## config.mk

```make
export PLATFORM = sky130hd
export DESIGN_NAME = sign_magnitude_word_alu_core
export DESIGN_NICKNAME = d
export VERILOG_FILES = /design/src/rtl/core/smw_pkg.sv /design/src/rtl/core/sign_magnitude_word_alu_core.sv /design/src/rtl/core/smw_unit.sv /design/src/rtl/core/smw_seq.sv
export VERILOG_INCLUDE_DIRS = /design/src /design/src/rtl/core
export SDC_FILE = /design/constraint.sdc
export NUM_CORES = 1
export LEC_CHECK = 0
export ABC_AREA = 1
export BUFFER_PORTS_ARGS = -buffer_cell sky130_fd_sc_hd__buf_2
export CAP_MARGIN = 0
export CORE_MARGIN = 3
export CORE_UTILIZATION = 65
export CTS_BUF_LIST = sky130_fd_sc_hd__clkbuf_8
export CTS_CLUSTER_DIAMETER = 100
export DETAILED_ROUTE_END_ITERATION = 10
export HOLD_SLACK_MARGIN = 0.15
export PLACE_DENSITY = 0.89
export SLEW_MARGIN = 30
export SYNTH_ARGS = -nofsm -noshare
export SYNTH_HDL_FRONTEND = slang
export SYNTH_SLANG_ARGS = --single-unit
```

## constraint.sdc

```tcl
create_clock -name clk_i -period 19.65 [get_ports clk_i]
set_input_delay 2.9475 -clock clk_i [delete_from_list [all_inputs] [get_ports clk_i]]
set_output_delay 2.9475 -clock clk_i [all_outputs]
set_load 0.05 [all_outputs]
```

## src/rtl/core/sign_magnitude_word_alu_core_defines.svh

```systemverilog
// Assertion macros for the sign-magnitude word ALU.
`ifndef SIGN_MAGNITUDE_WORD_ALU_CORE_DEFINES_SVH
`define SIGN_MAGNITUDE_WORD_ALU_CORE_DEFINES_SVH
`ifndef SYNTHESIS
// checked outside reset
`define SMW_ASSERT(lbl, prop, msg) \
  lbl: assert property (@(posedge clk_i) disable iff (!rst_ni) prop) else $error(msg);
// checked at every edge, reset included
`define SMW_ASSERT_ALWAYS(lbl, prop, msg) \
  lbl: assert property (@(posedge clk_i) prop) else $error(msg);
`else
`define SMW_ASSERT(lbl, prop, msg)
`define SMW_ASSERT_ALWAYS(lbl, prop, msg)
`endif
`endif

```

## src/rtl/core/smw_pkg.sv

```systemverilog
// Shared types and codes for the sign-magnitude word ALU.
package smw_pkg;

  localparam int KindW = 3;
  localparam int OrdW  = 2;

  // operation kinds carried in tuser
  localparam logic [KindW-1:0] KIND_CMP = 3'd0;
  localparam logic [KindW-1:0] KIND_ADD = 3'd1;
  localparam logic [KindW-1:0] KIND_SUB = 3'd2;
  localparam logic [KindW-1:0] KIND_MUL = 3'd3;
  localparam logic [KindW-1:0] KIND_DIV = 3'd4;

  // compare outcomes
  localparam logic [OrdW-1:0] ORD_LESS    = 2'd0;
  localparam logic [OrdW-1:0] ORD_EQUAL   = 2'd1;
  localparam logic [OrdW-1:0] ORD_GREATER = 2'd2;

  // operations of the shared add/subtract unit
  typedef enum logic [3:0] {
    OP_NONE,
    OP_LOAD,
    OP_CMP,
    OP_ADD,
    OP_SUB_AB,
    OP_SUB_BA,
    OP_MUL_STEP,
    OP_DIV_CHK,
    OP_DIV_STEP
  } op_e;

  // sequencer to datapath
  typedef struct packed {
    op_e  op;
    logic fin;
  } ctrl_t;

  // datapath to sequencer
  typedef struct packed {
    logic [KindW-1:0] kind;
    logic             same_sign;
    logic             ge;
  } stat_t;

endpackage

```

## src/rtl/core/sign_magnitude_word_alu_core.sv

```systemverilog
// Top level of the sign-magnitude word ALU: stream ports and output register.
//
//  channel   direction  payload
//  s_axis    in         tuser: kind; tdata: a_sign, a_mag, low_mag, b_sign, b_mag
//  m_axis    out        tdata: hi_sign, hi_mag, lo_sign, lo_mag, overflow, order
//
// Compare, a same-sign add and the undefined kinds go from the first step straight to the
// done state; an add or subtract that reduces to a magnitude difference also passes
// through the swap state when the second magnitude is the larger one.
// Multiply and divide run one shift-add or shift-subtract step of the shared adder
// per magnitude bit.
// A divide overflow or a zero divisor ends at the overflow check, before any divide step.
// s_axis_tready_o is high only while the sequencer is idle; a finished result waits in
// the output register while the next item is taken in, and the sequencer holds in its
// last state while that register is full and not taken.
// Reset clears the sequencer and the output valid.
`include "sign_magnitude_word_alu_core_defines.svh"
module sign_magnitude_word_alu_core import smw_pkg::*; #(
  parameter int BYTE_BITS = 6,
  localparam int WordBits = 5 * BYTE_BITS,
  localparam int InDataW  = ((3 * WordBits + 2 + 7) / 8) * 8,
  localparam int OutDataW = ((2 * WordBits + 5 + 7) / 8) * 8
) (
  input  logic                clk_i,
  input  logic                rst_ni,
  input  logic                s_axis_tvalid_i,
  output logic                s_axis_tready_o,
  // a_sign, a_mag, low_mag, b_sign, b_mag (from bit 0 up)
  input  logic [InDataW-1:0]  s_axis_tdata_i,
  // kind
  input  logic [KindW-1:0]    s_axis_tuser_i,
  output logic                m_axis_tvalid_o,
  input  logic                m_axis_tready_i,
  // hi_sign, hi_mag, lo_sign, lo_mag, overflow, order (from bit 0 up)
  output logic [OutDataW-1:0] m_axis_tdata_o
);

  localparam int OvPos  = 2 * WordBits + 2;
  localparam int OrdPos = 2 * WordBits + 3;

  ctrl_t               ctrl;
  stat_t               stat;
  logic                out_free;
  logic                hi_sign, lo_sign, overflow;
  logic [WordBits-1:0] hi_mag, lo_mag;
  logic [OrdW-1:0]     order;
  logic                m_valid_q, m_valid_d;
  logic [OutDataW-1:0] m_data_q;

  assign out_free = !m_valid_q || m_axis_tready_i;

  smw_seq #(
    .WordBits (WordBits)
  ) u_seq (
    .clk_i      (clk_i),
    .rst_ni     (rst_ni),
    .in_valid_i (s_axis_tvalid_i),
    .out_free_i (out_free),
    .stat_i     (stat),
    .in_ready_o (s_axis_tready_o),
    .ctrl_o     (ctrl)
  );

  smw_unit #(
    .WordBits (WordBits)
  ) u_unit (
    .clk_i      (clk_i),
    .ctrl_i     (ctrl),
    .kind_i     (s_axis_tuser_i),
    .a_sign_i   (s_axis_tdata_i[0]),
    .a_mag_i    (s_axis_tdata_i[WordBits:1]),
    .low_mag_i  (s_axis_tdata_i[2*WordBits:WordBits+1]),
    .b_sign_i   (s_axis_tdata_i[2*WordBits+1]),
    .b_mag_i    (s_axis_tdata_i[3*WordBits+1:2*WordBits+2]),
    .stat_o     (stat),
    .hi_sign_o  (hi_sign),
    .hi_mag_o   (hi_mag),
    .lo_sign_o  (lo_sign),
    .lo_mag_o   (lo_mag),
    .overflow_o (overflow),
    .order_o    (order)
  );

  // output register valid
  always_comb begin
    m_valid_d = m_valid_q;
    if (ctrl.fin) begin
      m_valid_d = 1'b1;
    end else if (m_axis_tready_i) begin
      m_valid_d = 1'b0;
    end
  end

  always_ff @(posedge clk_i or negedge rst_ni) begin
    if (!rst_ni) begin
      m_valid_q <= 1'b0;
    end else begin
      m_valid_q <= m_valid_d;
    end
  end

  // output register payload
  always_ff @(posedge clk_i) begin
    if (ctrl.fin) begin
      m_data_q <= OutDataW'({order, overflow, lo_mag, lo_sign, hi_mag, hi_sign});
    end
  end

  assign m_axis_tvalid_o = m_valid_q;
  assign m_axis_tdata_o  = m_data_q;

  `SMW_ASSERT(a_busy_after_accept, s_axis_tvalid_i && s_axis_tready_o |=> !s_axis_tready_o, "input taken while busy")
  `SMW_ASSERT(a_valid_from_fin, $rose(m_axis_tvalid_o) |-> $past(ctrl.fin), "result without finish")
  `SMW_ASSERT(a_ov_no_order, m_axis_tvalid_o |-> (!m_data_q[OvPos] || m_data_q[OrdPos+1:OrdPos] == ORD_LESS), "overflow with order set")
  `SMW_ASSERT_ALWAYS(a_reset_clears, !rst_ni |=> !m_axis_tvalid_o, "valid during reset")

endmodule

```

## src/rtl/core/smw_unit.sv

```systemverilog
// Datapath: operand registers, one shared add/subtract unit, result formatting.
module smw_unit import smw_pkg::*; #(
  parameter int WordBits = 30
) (
  input  logic                clk_i,
  input  ctrl_t               ctrl_i,
  input  logic [KindW-1:0]    kind_i,
  input  logic                a_sign_i,
  input  logic [WordBits-1:0] a_mag_i,
  input  logic [WordBits-1:0] low_mag_i,
  input  logic                b_sign_i,
  input  logic [WordBits-1:0] b_mag_i,
  output stat_t               stat_o,
  output logic                hi_sign_o,
  output logic [WordBits-1:0] hi_mag_o,
  output logic                lo_sign_o,
  output logic [WordBits-1:0] lo_mag_o,
  output logic                overflow_o,
  output logic [OrdW-1:0]     order_o
);

  logic [KindW-1:0]    kind_q;
  logic                as_q, bs_q, rsign_q, ov_q;
  logic [WordBits-1:0] am_q, bm_q, lo_q;
  logic [WordBits:0]   acc_q;
  logic [OrdW-1:0]     ord_q;

  logic [WordBits:0]   x, y;
  logic                sub;
  logic [WordBits+1:0] sum;
  logic                ge, bs_eff, sg, nz;
  logic [OrdW-1:0]     ord_d;

  assign bs_eff = bs_q ^ (kind_q == KIND_SUB);
  assign sg     = as_q ^ bs_q;

  // operand select for the shared adder
  always_comb begin
    x   = '0;
    y   = '0;
    sub = 1'b0;
    unique case (ctrl_i.op)
      OP_CMP, OP_SUB_AB, OP_DIV_CHK: begin
        x   = {1'b0, am_q};
        y   = {1'b0, bm_q};
        sub = 1'b1;
      end
      OP_SUB_BA: begin
        x   = {1'b0, bm_q};
        y   = {1'b0, am_q};
        sub = 1'b1;
      end
      OP_ADD: begin
        x = {1'b0, am_q};
        y = {1'b0, bm_q};
      end
      OP_MUL_STEP: begin
        x = acc_q;
        y = bm_q[0] ? {1'b0, am_q} : '0;
      end
      OP_DIV_STEP: begin
        x   = {acc_q[WordBits-1:0], lo_q[WordBits-1]};
        y   = {1'b0, bm_q};
        sub = 1'b1;
      end
      default: begin
        x   = '0;
        y   = '0;
        sub = 1'b0;
      end
    endcase
  end

  // shared adder; top carry is "no borrow" on subtract
  assign sum = {1'b0, x} + {1'b0, y ^ {(WordBits+1){sub}}} + {{(WordBits+1){1'b0}}, sub};
  assign ge  = sum[WordBits+1];
  assign nz  = (sum[WordBits:0] != '0);

  // compare outcome
  always_comb begin
    if (am_q == '0 && bm_q == '0) begin
      ord_d = ORD_EQUAL;
    end else if (as_q != bs_q) begin
      ord_d = as_q ? ORD_LESS : ORD_GREATER;
    end else if (ge && !nz) begin
      ord_d = ORD_EQUAL;
    end else if (ge ^ as_q) begin
      ord_d = ORD_GREATER;
    end else begin
      ord_d = ORD_LESS;
    end
  end

  // working registers
  always_ff @(posedge clk_i) begin
    unique case (ctrl_i.op)
      OP_LOAD: begin
        kind_q  <= kind_i;
        as_q    <= a_sign_i;
        bs_q    <= b_sign_i;
        am_q    <= a_mag_i;
        bm_q    <= b_mag_i;
        lo_q    <= low_mag_i;
        acc_q   <= (kind_i == KIND_DIV) ? {1'b0, a_mag_i} : '0;
        ov_q    <= 1'b0;
        rsign_q <= 1'b0;
        ord_q   <= ORD_LESS;
      end
      OP_CMP: begin
        ord_q <= ord_d;
      end
      OP_ADD: begin
        acc_q   <= {1'b0, sum[WordBits-1:0]};
        ov_q    <= sum[WordBits];
        rsign_q <= as_q;
      end
      OP_SUB_AB: begin
        if (ge) begin
          acc_q   <= {1'b0, sum[WordBits-1:0]};
          rsign_q <= as_q;
        end
      end
      OP_SUB_BA: begin
        acc_q   <= {1'b0, sum[WordBits-1:0]};
        rsign_q <= bs_eff;
      end
      OP_MUL_STEP: begin
        acc_q <= {1'b0, sum[WordBits:1]};
        lo_q  <= {sum[0], lo_q[WordBits-1:1]};
        bm_q  <= {1'b0, bm_q[WordBits-1:1]};
      end
      OP_DIV_CHK: begin
        ov_q <= ge;
      end
      OP_DIV_STEP: begin
        acc_q <= ge ? sum[WordBits:0] : x;
        lo_q  <= {lo_q[WordBits-2:0], ge};
      end
      default: begin
      end
    endcase
  end

  assign stat_o.kind      = kind_q;
  assign stat_o.same_sign = (as_q == bs_eff);
  assign stat_o.ge        = ge;

  // result fields by kind
  always_comb begin
    hi_sign_o  = 1'b0;
    hi_mag_o   = '0;
    lo_sign_o  = 1'b0;
    lo_mag_o   = '0;
    overflow_o = 1'b0;
    order_o    = ORD_LESS;
    unique case (kind_q)
      KIND_CMP: begin
        order_o = ord_q;
      end
      KIND_ADD, KIND_SUB: begin
        hi_sign_o  = rsign_q;
        hi_mag_o   = acc_q[WordBits-1:0];
        overflow_o = ov_q;
      end
      KIND_MUL: begin
        hi_sign_o = sg;
        hi_mag_o  = acc_q[WordBits-1:0];
        lo_sign_o = sg;
        lo_mag_o  = lo_q;
      end
      KIND_DIV: begin
        hi_sign_o  = sg;
        lo_sign_o  = as_q;
        overflow_o = ov_q;
        if (!ov_q) begin
          hi_mag_o = lo_q;
          lo_mag_o = acc_q[WordBits-1:0];
        end
      end
      default: begin
        hi_sign_o = 1'b0;
      end
    endcase
  end

endmodule

```

## src/rtl/core/smw_seq.sv

```systemverilog
// Sequencer: steps the shared unit through one operation.
module smw_seq import smw_pkg::*; #(
  parameter int WordBits = 30
) (
  input  logic  clk_i,
  input  logic  rst_ni,
  input  logic  in_valid_i,
  input  logic  out_free_i,
  input  stat_t stat_i,
  output logic  in_ready_o,
  output ctrl_t ctrl_o
);

  localparam int CntW = $clog2(WordBits + 1);

  localparam logic [2:0] ST_IDLE  = 3'd0;
  localparam logic [2:0] ST_FIRST = 3'd1;
  localparam logic [2:0] ST_SWAP  = 3'd2;
  localparam logic [2:0] ST_ITER  = 3'd3;
  localparam logic [2:0] ST_DONE  = 3'd4;

  logic [2:0]      state_q, state_d;
  logic [CntW-1:0] cnt_q, cnt_d;

  // next state and unit operation
  always_comb begin
    state_d     = state_q;
    cnt_d       = cnt_q;
    in_ready_o  = 1'b0;
    ctrl_o.op   = OP_NONE;
    ctrl_o.fin  = 1'b0;
    unique case (state_q)
      ST_IDLE: begin
        in_ready_o = 1'b1;
        if (in_valid_i) begin
          ctrl_o.op = OP_LOAD;
          state_d   = ST_FIRST;
        end
      end
      ST_FIRST: begin
        unique case (stat_i.kind)
          KIND_CMP: begin
            ctrl_o.op = OP_CMP;
            state_d   = ST_DONE;
          end
          KIND_ADD, KIND_SUB: begin
            if (stat_i.same_sign) begin
              ctrl_o.op = OP_ADD;
              state_d   = ST_DONE;
            end else begin
              ctrl_o.op = OP_SUB_AB;
              state_d   = stat_i.ge ? ST_DONE : ST_SWAP;
            end
          end
          KIND_MUL: begin
            cnt_d   = CntW'(WordBits);
            state_d = ST_ITER;
          end
          KIND_DIV: begin
            ctrl_o.op = OP_DIV_CHK;
            cnt_d     = CntW'(WordBits);
            state_d   = stat_i.ge ? ST_DONE : ST_ITER;
          end
          default: begin
            state_d = ST_DONE;
          end
        endcase
      end
      ST_SWAP: begin
        ctrl_o.op = OP_SUB_BA;
        state_d   = ST_DONE;
      end
      ST_ITER: begin
        ctrl_o.op = (stat_i.kind == KIND_MUL) ? OP_MUL_STEP : OP_DIV_STEP;
        cnt_d     = cnt_q - CntW'(1);
        if (cnt_q == CntW'(1)) begin
          state_d = ST_DONE;
        end
      end
      ST_DONE: begin
        if (out_free_i) begin
          ctrl_o.fin = 1'b1;
          state_d    = ST_IDLE;
        end
      end
      default: begin
        state_d = ST_IDLE;
      end
    endcase
  end

  always_ff @(posedge clk_i or negedge rst_ni) begin
    if (!rst_ni) begin
      state_q <= ST_IDLE;
      cnt_q   <= '0;
    end else begin
      state_q <= state_d;
      cnt_q   <= cnt_d;
    end
  end

endmodule

```

==> results of run 1 <==
## registers in the layout, summed over array words and instances, names as in the netlist, 2 cells and up
| signal | flops |
|---|---|
| u_unit.am_q | 30 |
| u_seq.cnt_q | 5 |
| u_unit.ord_q | 2 |
| u_unit.acc_q | 31 |
| m_axis_tdata_o | 65 |
| u_unit.bm_q | 30 |
| u_unit.lo_q | 30 |
| u_seq.state_q | 3 |
| u_unit.kind_q | 3 |
## worst paths after layout
| path | end | slack [ns] | from |
|---|---|---|---|
| setup / recovery | u_unit.ord_q[1]$_SDFFCE_PP0P_ | 11.89 | s_axis_tvalid_i |
| hold / removal | m_axis_tdata_o[0]$_DFFE_PP_ | 0.55 | u_unit.rsign_q$_DFFE_PP_ |
| setup reg to reg | u_unit.ord_q[1]$_SDFFCE_PP0P_ | 12.95 | u_unit.kind_q[1]$_DFFE_PP_ |
| hold reg to reg | m_axis_tdata_o[0]$_DFFE_PP_ | 0.55 | u_unit.rsign_q$_DFFE_PP_ |
| max in group asynchronous | u_seq.cnt_q[4]$_DFFE_PN0P_ | 17.22 | rst_ni |
| min in group asynchronous | u_seq.state_q[2]$_DFFE_PN0P_ | 2.25 | rst_ni |
## where the power goes
part | switching (mW) | internal (mW) | total (mW)
combinational | 1.07 | 0.380 | 1.45
sequential | 0.0740 | 0.681 | 0.755
clock | 0.178 | 0.220 | 0.398
total | 1.32 | 1.28 | 2.60
## metrics by stage
stage | utilization, % | area (um2) | setup slack (ns) | hold slack (ns) | instances
after floorplan | - | 12900 | 10.33 | 0.452 | 1521
after global placement | 72.7 | 13900 | 11.59 | 0.470 | 1886
after detailed placement | 72.7 | 13900 | 11.50 | 0.490 | 1886
after CTS | 76.3 | 14600 | 11.99 | 0.546 | 1947
after global routing | 76.4 | 14600 | 11.47 | 0.573 | 1947
final | 76.4 | 14600 | 11.89 | 0.551 | 1948
## worst register-to-register path, delay by kind of cell, from the launching register on
family                   cells  cell delay (ns)
AO/OA/AOI/OAI                2             0.32
adder cells (fa/ha/maj)      1             0.44
AND/OR/NAND/NOR             22             3.34
flip-flops                   1             0.41
XOR/XNOR                     1             0.23
buffers and inverters        4             1.72
## logic make-up (layout without fill, tap and decap cells)
logic type	count (synthesis)	count (layout)	synth area share (%)
AO/OA/AOI/OAI	314	314	17.0
XOR/XNOR	37	37	2.51
buffers and inverters	291	457	8.89
adder cells (fa/ha/maj)	33	33	3.26
other	1	8	0.0291
flip-flops	204	204	47.2
AND/OR/NAND/NOR	635	635	21.1
## metal layers
metal  global-route usage [%]  vias up  wire (um)  share of wire [%]
met5                        0        -          0                  0
met4                     14.7        0       1610                4.0
met3                     7.90      149       5020                 12
met2                     58.9      929      18600                 46
met1                     48.6     5723      15100                 37
li1                         -     5611          -                  -
## placed cells by master, fill, tap and decap left out, types with 18 or more instances in the layout
| cell | Yosys | final |
|---|---|---|
| nand3_1 | 58 | 58 |
| xnor2_1 | 27 | 27 |
| inv_1 | 210 | 217 |
| o2111ai_1 | 49 | 49 |
| o21ai_0 | 84 | 84 |
| clkbuf_8 | 0 | 35 |
| ha_1 | 32 | 32 |
| edfxtp_1 | 195 | 195 |
| a21oi_1 | 44 | 43 |
| nand2_1 | 432 | 430 |
| nor4_1 | 18 | 18 |
| nand4_1 | 18 | 18 |
| buf_2 | 4 | 165 |
| o221ai_1 | 32 | 32 |
| nor2_1 | 70 | 67 |
| o32ai_1 | 60 | 60 |
## cell type report
class	instances	share of cell area (%)
repair buffers	179	6.39
inverters	217	5.61
well taps	260	2.23
clock buffers	35	3.31
clock inverters	26	1.51
multi-input cells	1026	39.2
diodes	1	0.0172
flip-flops and latches	204	41.7
==> results.json, run 1 <==
{
  "path_depth": 32,
  "die_h_um": 147,
  "core_area_um2": 19100,
  "ys_ff_latch": 204,
  "hold_buffers": 0,
  "synth.distinct_cells": 50,
  "yosys-top-cells-area": "edfxtp_1 (45%), nand2_1 (13%), inv_1 (6.1%)",
  "seqCellArea_um2": 6080,
  "ys.flop_type": "edfxtp_1",
  "overflow": 0,
  "period_needed_ns": 7.76,
  "gp_congestion": 1.02,
  "dieArea_um2": 21600,
  "root_buffer": "clkbuf_8",
  "die_x_um": 147,
  "ant_nets": 0,
  "cts_htree_levels": 2,
  "critPathLaunchType": "input pin",
  "syn_to_final_growth_pct": 13.1,
  "crit_path_top_delay_cell": "buf_4",
  "synth.avg_cell_area_um2": 8.51,
  "rsz0062_at_grt": "false",
  "synth_common_cells": "nand2_1 (432), inv_1 (210), edfxtp_1 (195)",
  "cts_setup_buffers": 0,
  "nNetsFinal": 1798,
  "yosysMostFrequentCell": "nand2_1",
  "synth_async_sr_flop_share_pct": 4.41,
  "power_mw": 2.60,
  "drive_above_1_share_pct": 15.6,
  "drtIter0Drc": 1556,
  "grt_pass1_vias": 11763,
  "worstPathRequired_ns": 19.94,
  "final-max-slew-violation-count": 0,
  "dr.pass1.iters": 5,
  "clk_latency_ns": 0.54,
  "dp_hpwl_um": 28100,
  "crit_family": "simple AND/OR/NAND/NOR gates",
  "maxCapViolCount": 0,
  "skew_ns": 0.0182,
  "nFillCells": 1325,
  "io_pins": 177,
  "vdd_drop_max_v": 0.000107,
  "tightestPinTransition_ns": 1.05,
  "vias": 12412,
  "seq_area_frac_synth_pct": 47.2,
  "reg2reg_depth": 30,
  "synth_top_area_cell": "edfxtp_1",
  "wl_per_cell_um": 20.7,
  "multiInputGateArea_um2": 5710,
  "setup_viol": 0,
  "wl_um": 40300,
  "yosysWarnings": 0,
  "grt_usage_pct": 36.6,
  "status": "finished, final reports clean",
  "p_per_area_nw_per_um2": 178,
  "rows": 50,
  "cts-buffers-inserted": 34,
  "grt_pass1_wl_um": 62800,
  "portBuffers": 165,
  "syn_area_um2": 12900,
  "holdPathStages": 2,
  "cts.path.max_buffers": 3,
  "finalCritPeriodShare_pct": 39.5,
  "hold_viol": 0,
  "cp_max_fo": 38,
  "ctsResizeCount": 0,
  "setup_tns_ns": 0,
  "p_leak_nw": 6.33,
  "synth_top_area_share_pct": 45.4,
  "end_kind": "flip-flop",
  "critPathKind": "in -> reg",
  "antenna_found_initial": 0,
  "initial_core_util_pct": 67.5,
  "hold_class": "reg -> reg",
  "clock_sinks": 204,
  "grt_max_degree": 74,
  "path_clk_slew_ns": 0.06,
  "cp_num_buf_inv": 7,
  "cpPeakStageDelay_ns": 0.48,
  "synthCells": 1515,
  "synth-edff-count": 195,
  "critPathMostFrequentCell": "nand3_1",
  "critPathArrivalTime_ns": 8.04,
  "vias_per_cell": 6.37,
  "cts_tree": "yes",
  "fmax_mhz": 129,
  "maxSlewHeadroom_pct": 29.9,
  "drc": 0
}
Power figures use the tool's default switching activity.
==> inputs of run 2 (changes only) <==
ABC_AREA = 0   (was 1)
CORE_UTILIZATION = 60   (was 65)
PLACE_DENSITY = 0.83   (was 0.89)
clock period = 7.6 ns   (was 19.65 ns; I/O delays follow)
==> results.json, run 2 <==
{
  "drive_above_1_share_pct": 16.9,
  "crit_end": "u_unit.ord_q[1]$_SDFFCE_PP0P_",
  "period_needed_ns": 6.58,
  "vias_per_cell": 6.65,
  "cts-buffers-inserted": 31,
  "synth_async_sr_flop_share_pct": 4.41,
  "rows": 53,
  "vias": 11969,
  "grt_pass1_vias": 10825,
  "dieArea_um2": 23300,
  "ys.flop_type": "edfxtp_1",
  "final-max-slew-violation-count": 0,
  "p_leak_nw": 5.65,
  "ctsResizeCount": 0,
  "end_kind": "flip-flop",
  "cts_tree": "yes",
  "worstPathRequired_ns": 7.91,
  "syn_to_final_growth_pct": 12.5,
  "yosysMostFrequentCell": "nand2_1",
  "largest_reg_flops": 65,
  "hold_class": "in -> async",
  "core_area_um2": 21100,
  "synthCells": 1374,
  "cpPeakStageDelay_ns": 0.73,
  "overflow": 0,
  "hold_buffers": 0,
  "clk_latency_ns": 0.56,
  "dr.pass1.iters": 9,
  "critPathArrivalTime_ns": 6.89,
  "regToRegStartpoint": "u_seq.state_q[0]$_DFFE_PN0P_",
  "r2r_end": "u_unit.ord_q[1]$_SDFFCE_PP0P_",
  "antenna_found_initial": 0,
  "synth_top_area_share_pct": 45.3,
  "die_x_um": 153,
  "reg2reg_depth": 19,
  "critPathLaunchType": "flip-flop",
  "grt_pass1_wl_um": 60800,
  "synth.distinct_cells": 77,
  "crit_start": "u_seq.state_q[0]$_DFFE_PN0P_",
  "maxCapViolCount": 0,
  "dp.cells": 1742,
  "synth_common_cells": "nand2_1 (289), edfxtp_1 (195), nor2_1 (119)",
  "drtIter0Drc": 1839,
  "yosys-top-cells-area": "edfxtp_1 (45%), nand2_1 (8.4%), a22o_1 (6.3%)",
  "finalCritPeriodShare_pct": 86.6,
  "nNetsFinal": 1637,
  "io_pins": 177,
  "final_cell_mix": "nand2_1 (289), edfxtp_1 (195), buf_2 (165)",
  "clock_sinks": 204,
  "place_ws_ns": 1.22,
  "cts.path.max_buffers": 3,
  "initial_core_util_pct": 61.3,
  "rsz0062_at_grt": "false",
  "wl_um": 39500,
  "path_depth": 19,
  "final_cells": 1799,
  "cts_setup_buffers": 0,
  "status": "finished, final reports clean",
  "maxSlewHeadroom_pct": 45.5,
  "syn_area_um2": 12900,
  "grt_max_degree": 67,
  "layout_commonest_cell": "nand2_1",
  "setup_tns_ns": 0,
  "portBuffers": 165,
  "synth-edff-count": 195,
  "synth.avg_cell_area_um2": 9.41,
  "path_clk_slew_ns": 0.06,
  "ys_ff_latch": 204,
  "critPathMostFrequentCell": "nand4_1",
  "hold_ws_ns": 0.428,
  "gp_congestion": 0.961,
  "skew_ns": 0.0188,
  "ant_nets": 0,
  "place_area_um2": 14000,
  "cts_htree_levels": 1,
  "root_buffer": "clkbuf_8",
  "die_h_um": 153,
  "ff2ff_setup_slack_ns": 1.02,
  "crit_chain": "buf_4 > nor3b_1 > o2111ai_1 > o211ai_1 > clkbuf_2 > buf_12 > xnor2_1 > ha_1 > nand4_1 > a2111oi_0 > a221oi_1 > or2_0 > nand2b_1 > o21ai_0 > a2111oi_2 > nand4_1 > nor4b_2 > a31oi_1 > o221a_1",
  "nFillCells": 1626,
  "setup_viol": 0,
  "synth_top_area_cell": "edfxtp_1",
  "cp_num_buf_inv": 3,
  "seqCellArea_um2": 6080,
  "crit_path_top_delay_cell": "a2111oi_0",
  "drc": 0,
  "grt_usage_pct": 32.3,
  "tightestPinTransition_ns": 0.817,
  "seq_area_frac_synth_pct": 47.0,
  "multiInputGateArea_um2": 6390,
  "dp_hpwl_um": 28800,
  "yosysWarnings": 0,
  "critPathKind": "reg -> reg",
  "hold_viol": 0,
  "cp_max_fo": 44,
  "p_per_area_nw_per_um2": 466,
  "fmax_mhz": 152,
  "wl_per_cell_um": 22.0,
  "vdd_drop_max_v": 0.000248,
  "crit_family": "compound AO/OA/AOI/OAI gates",
  "stdcell_area_um2": 14500,
  "setup_ws_ns": 1.02
}
-- run 2: layout make-up --
cell class	count	share of cell area [%]
Inverter	22	0.568
Clock inverter	24	1.02
Sequential cell	204	41.8
Tap cell	275	2.37
Antenna cell	1	0.0172
Timing Repair Buffer	193	7.33
Multi-Input combinational cell	1049	43.9
Clock buffer	31	2.93
-- run 2: per-layer routing --
layer,up-vias,routed length [um],global-route usage (%)
li1,5417,-,-
met1,5566,16000,48.7
met2,898,17400,49.0
met3,88,5100,5.34
met4,0,1030,8.49
met5,-,0,0
-- run 2: worst min path at each step --
stage / to / slack [ns] / cells past startpoint
global route: u_seq.cnt_q[0]$_DFFE_PN0P_ / 0.44 / 1
floorplan: m_axis_tdata_o[63]$_SDFFCE_PN0P_ / 0.50 / 1
finish: u_seq.state_q[2]$_DFFE_PN0P_ / 0.43 / 1
detailed placement: m_axis_tdata_o[64]$_SDFFCE_PN0P_ / 0.50 / 1
CTS: u_seq.state_q[2]$_DFFE_PN0P_ / 0.42 / 1
global placement: m_axis_tvalid_o$_DFFE_PN0P_ / 0.49 / 2
-- run 2: kinds of logic after synthesis --
group	share of synthesized area (%)
XOR/XNOR	3.59
AND/OR/NAND/NOR	18.6
adder cells (fa/ha/maj)	3.25
buffers and inverters	4.06
multiplexers	0.542
flip-flops	47.0
AO/OA/AOI/OAI	22.9
other	0.0290
-- run 2: metrics by stage --
stage,util (%),total power [mW]
6_report,69.0,6.78
5_1_grt,68.9,7.13
4_1_cts,68.9,6.65
3_5_place_dp,66.2,5.79
3_3_place_gp,66.0,5.71
2_1_floorplan,-,4.73
-- run 2: where the power goes --
group          switching (mW)  internal, mW
registers               0.381          1.76
logic                    2.55          1.22
clock network           0.414         0.446
total                    3.35          3.43
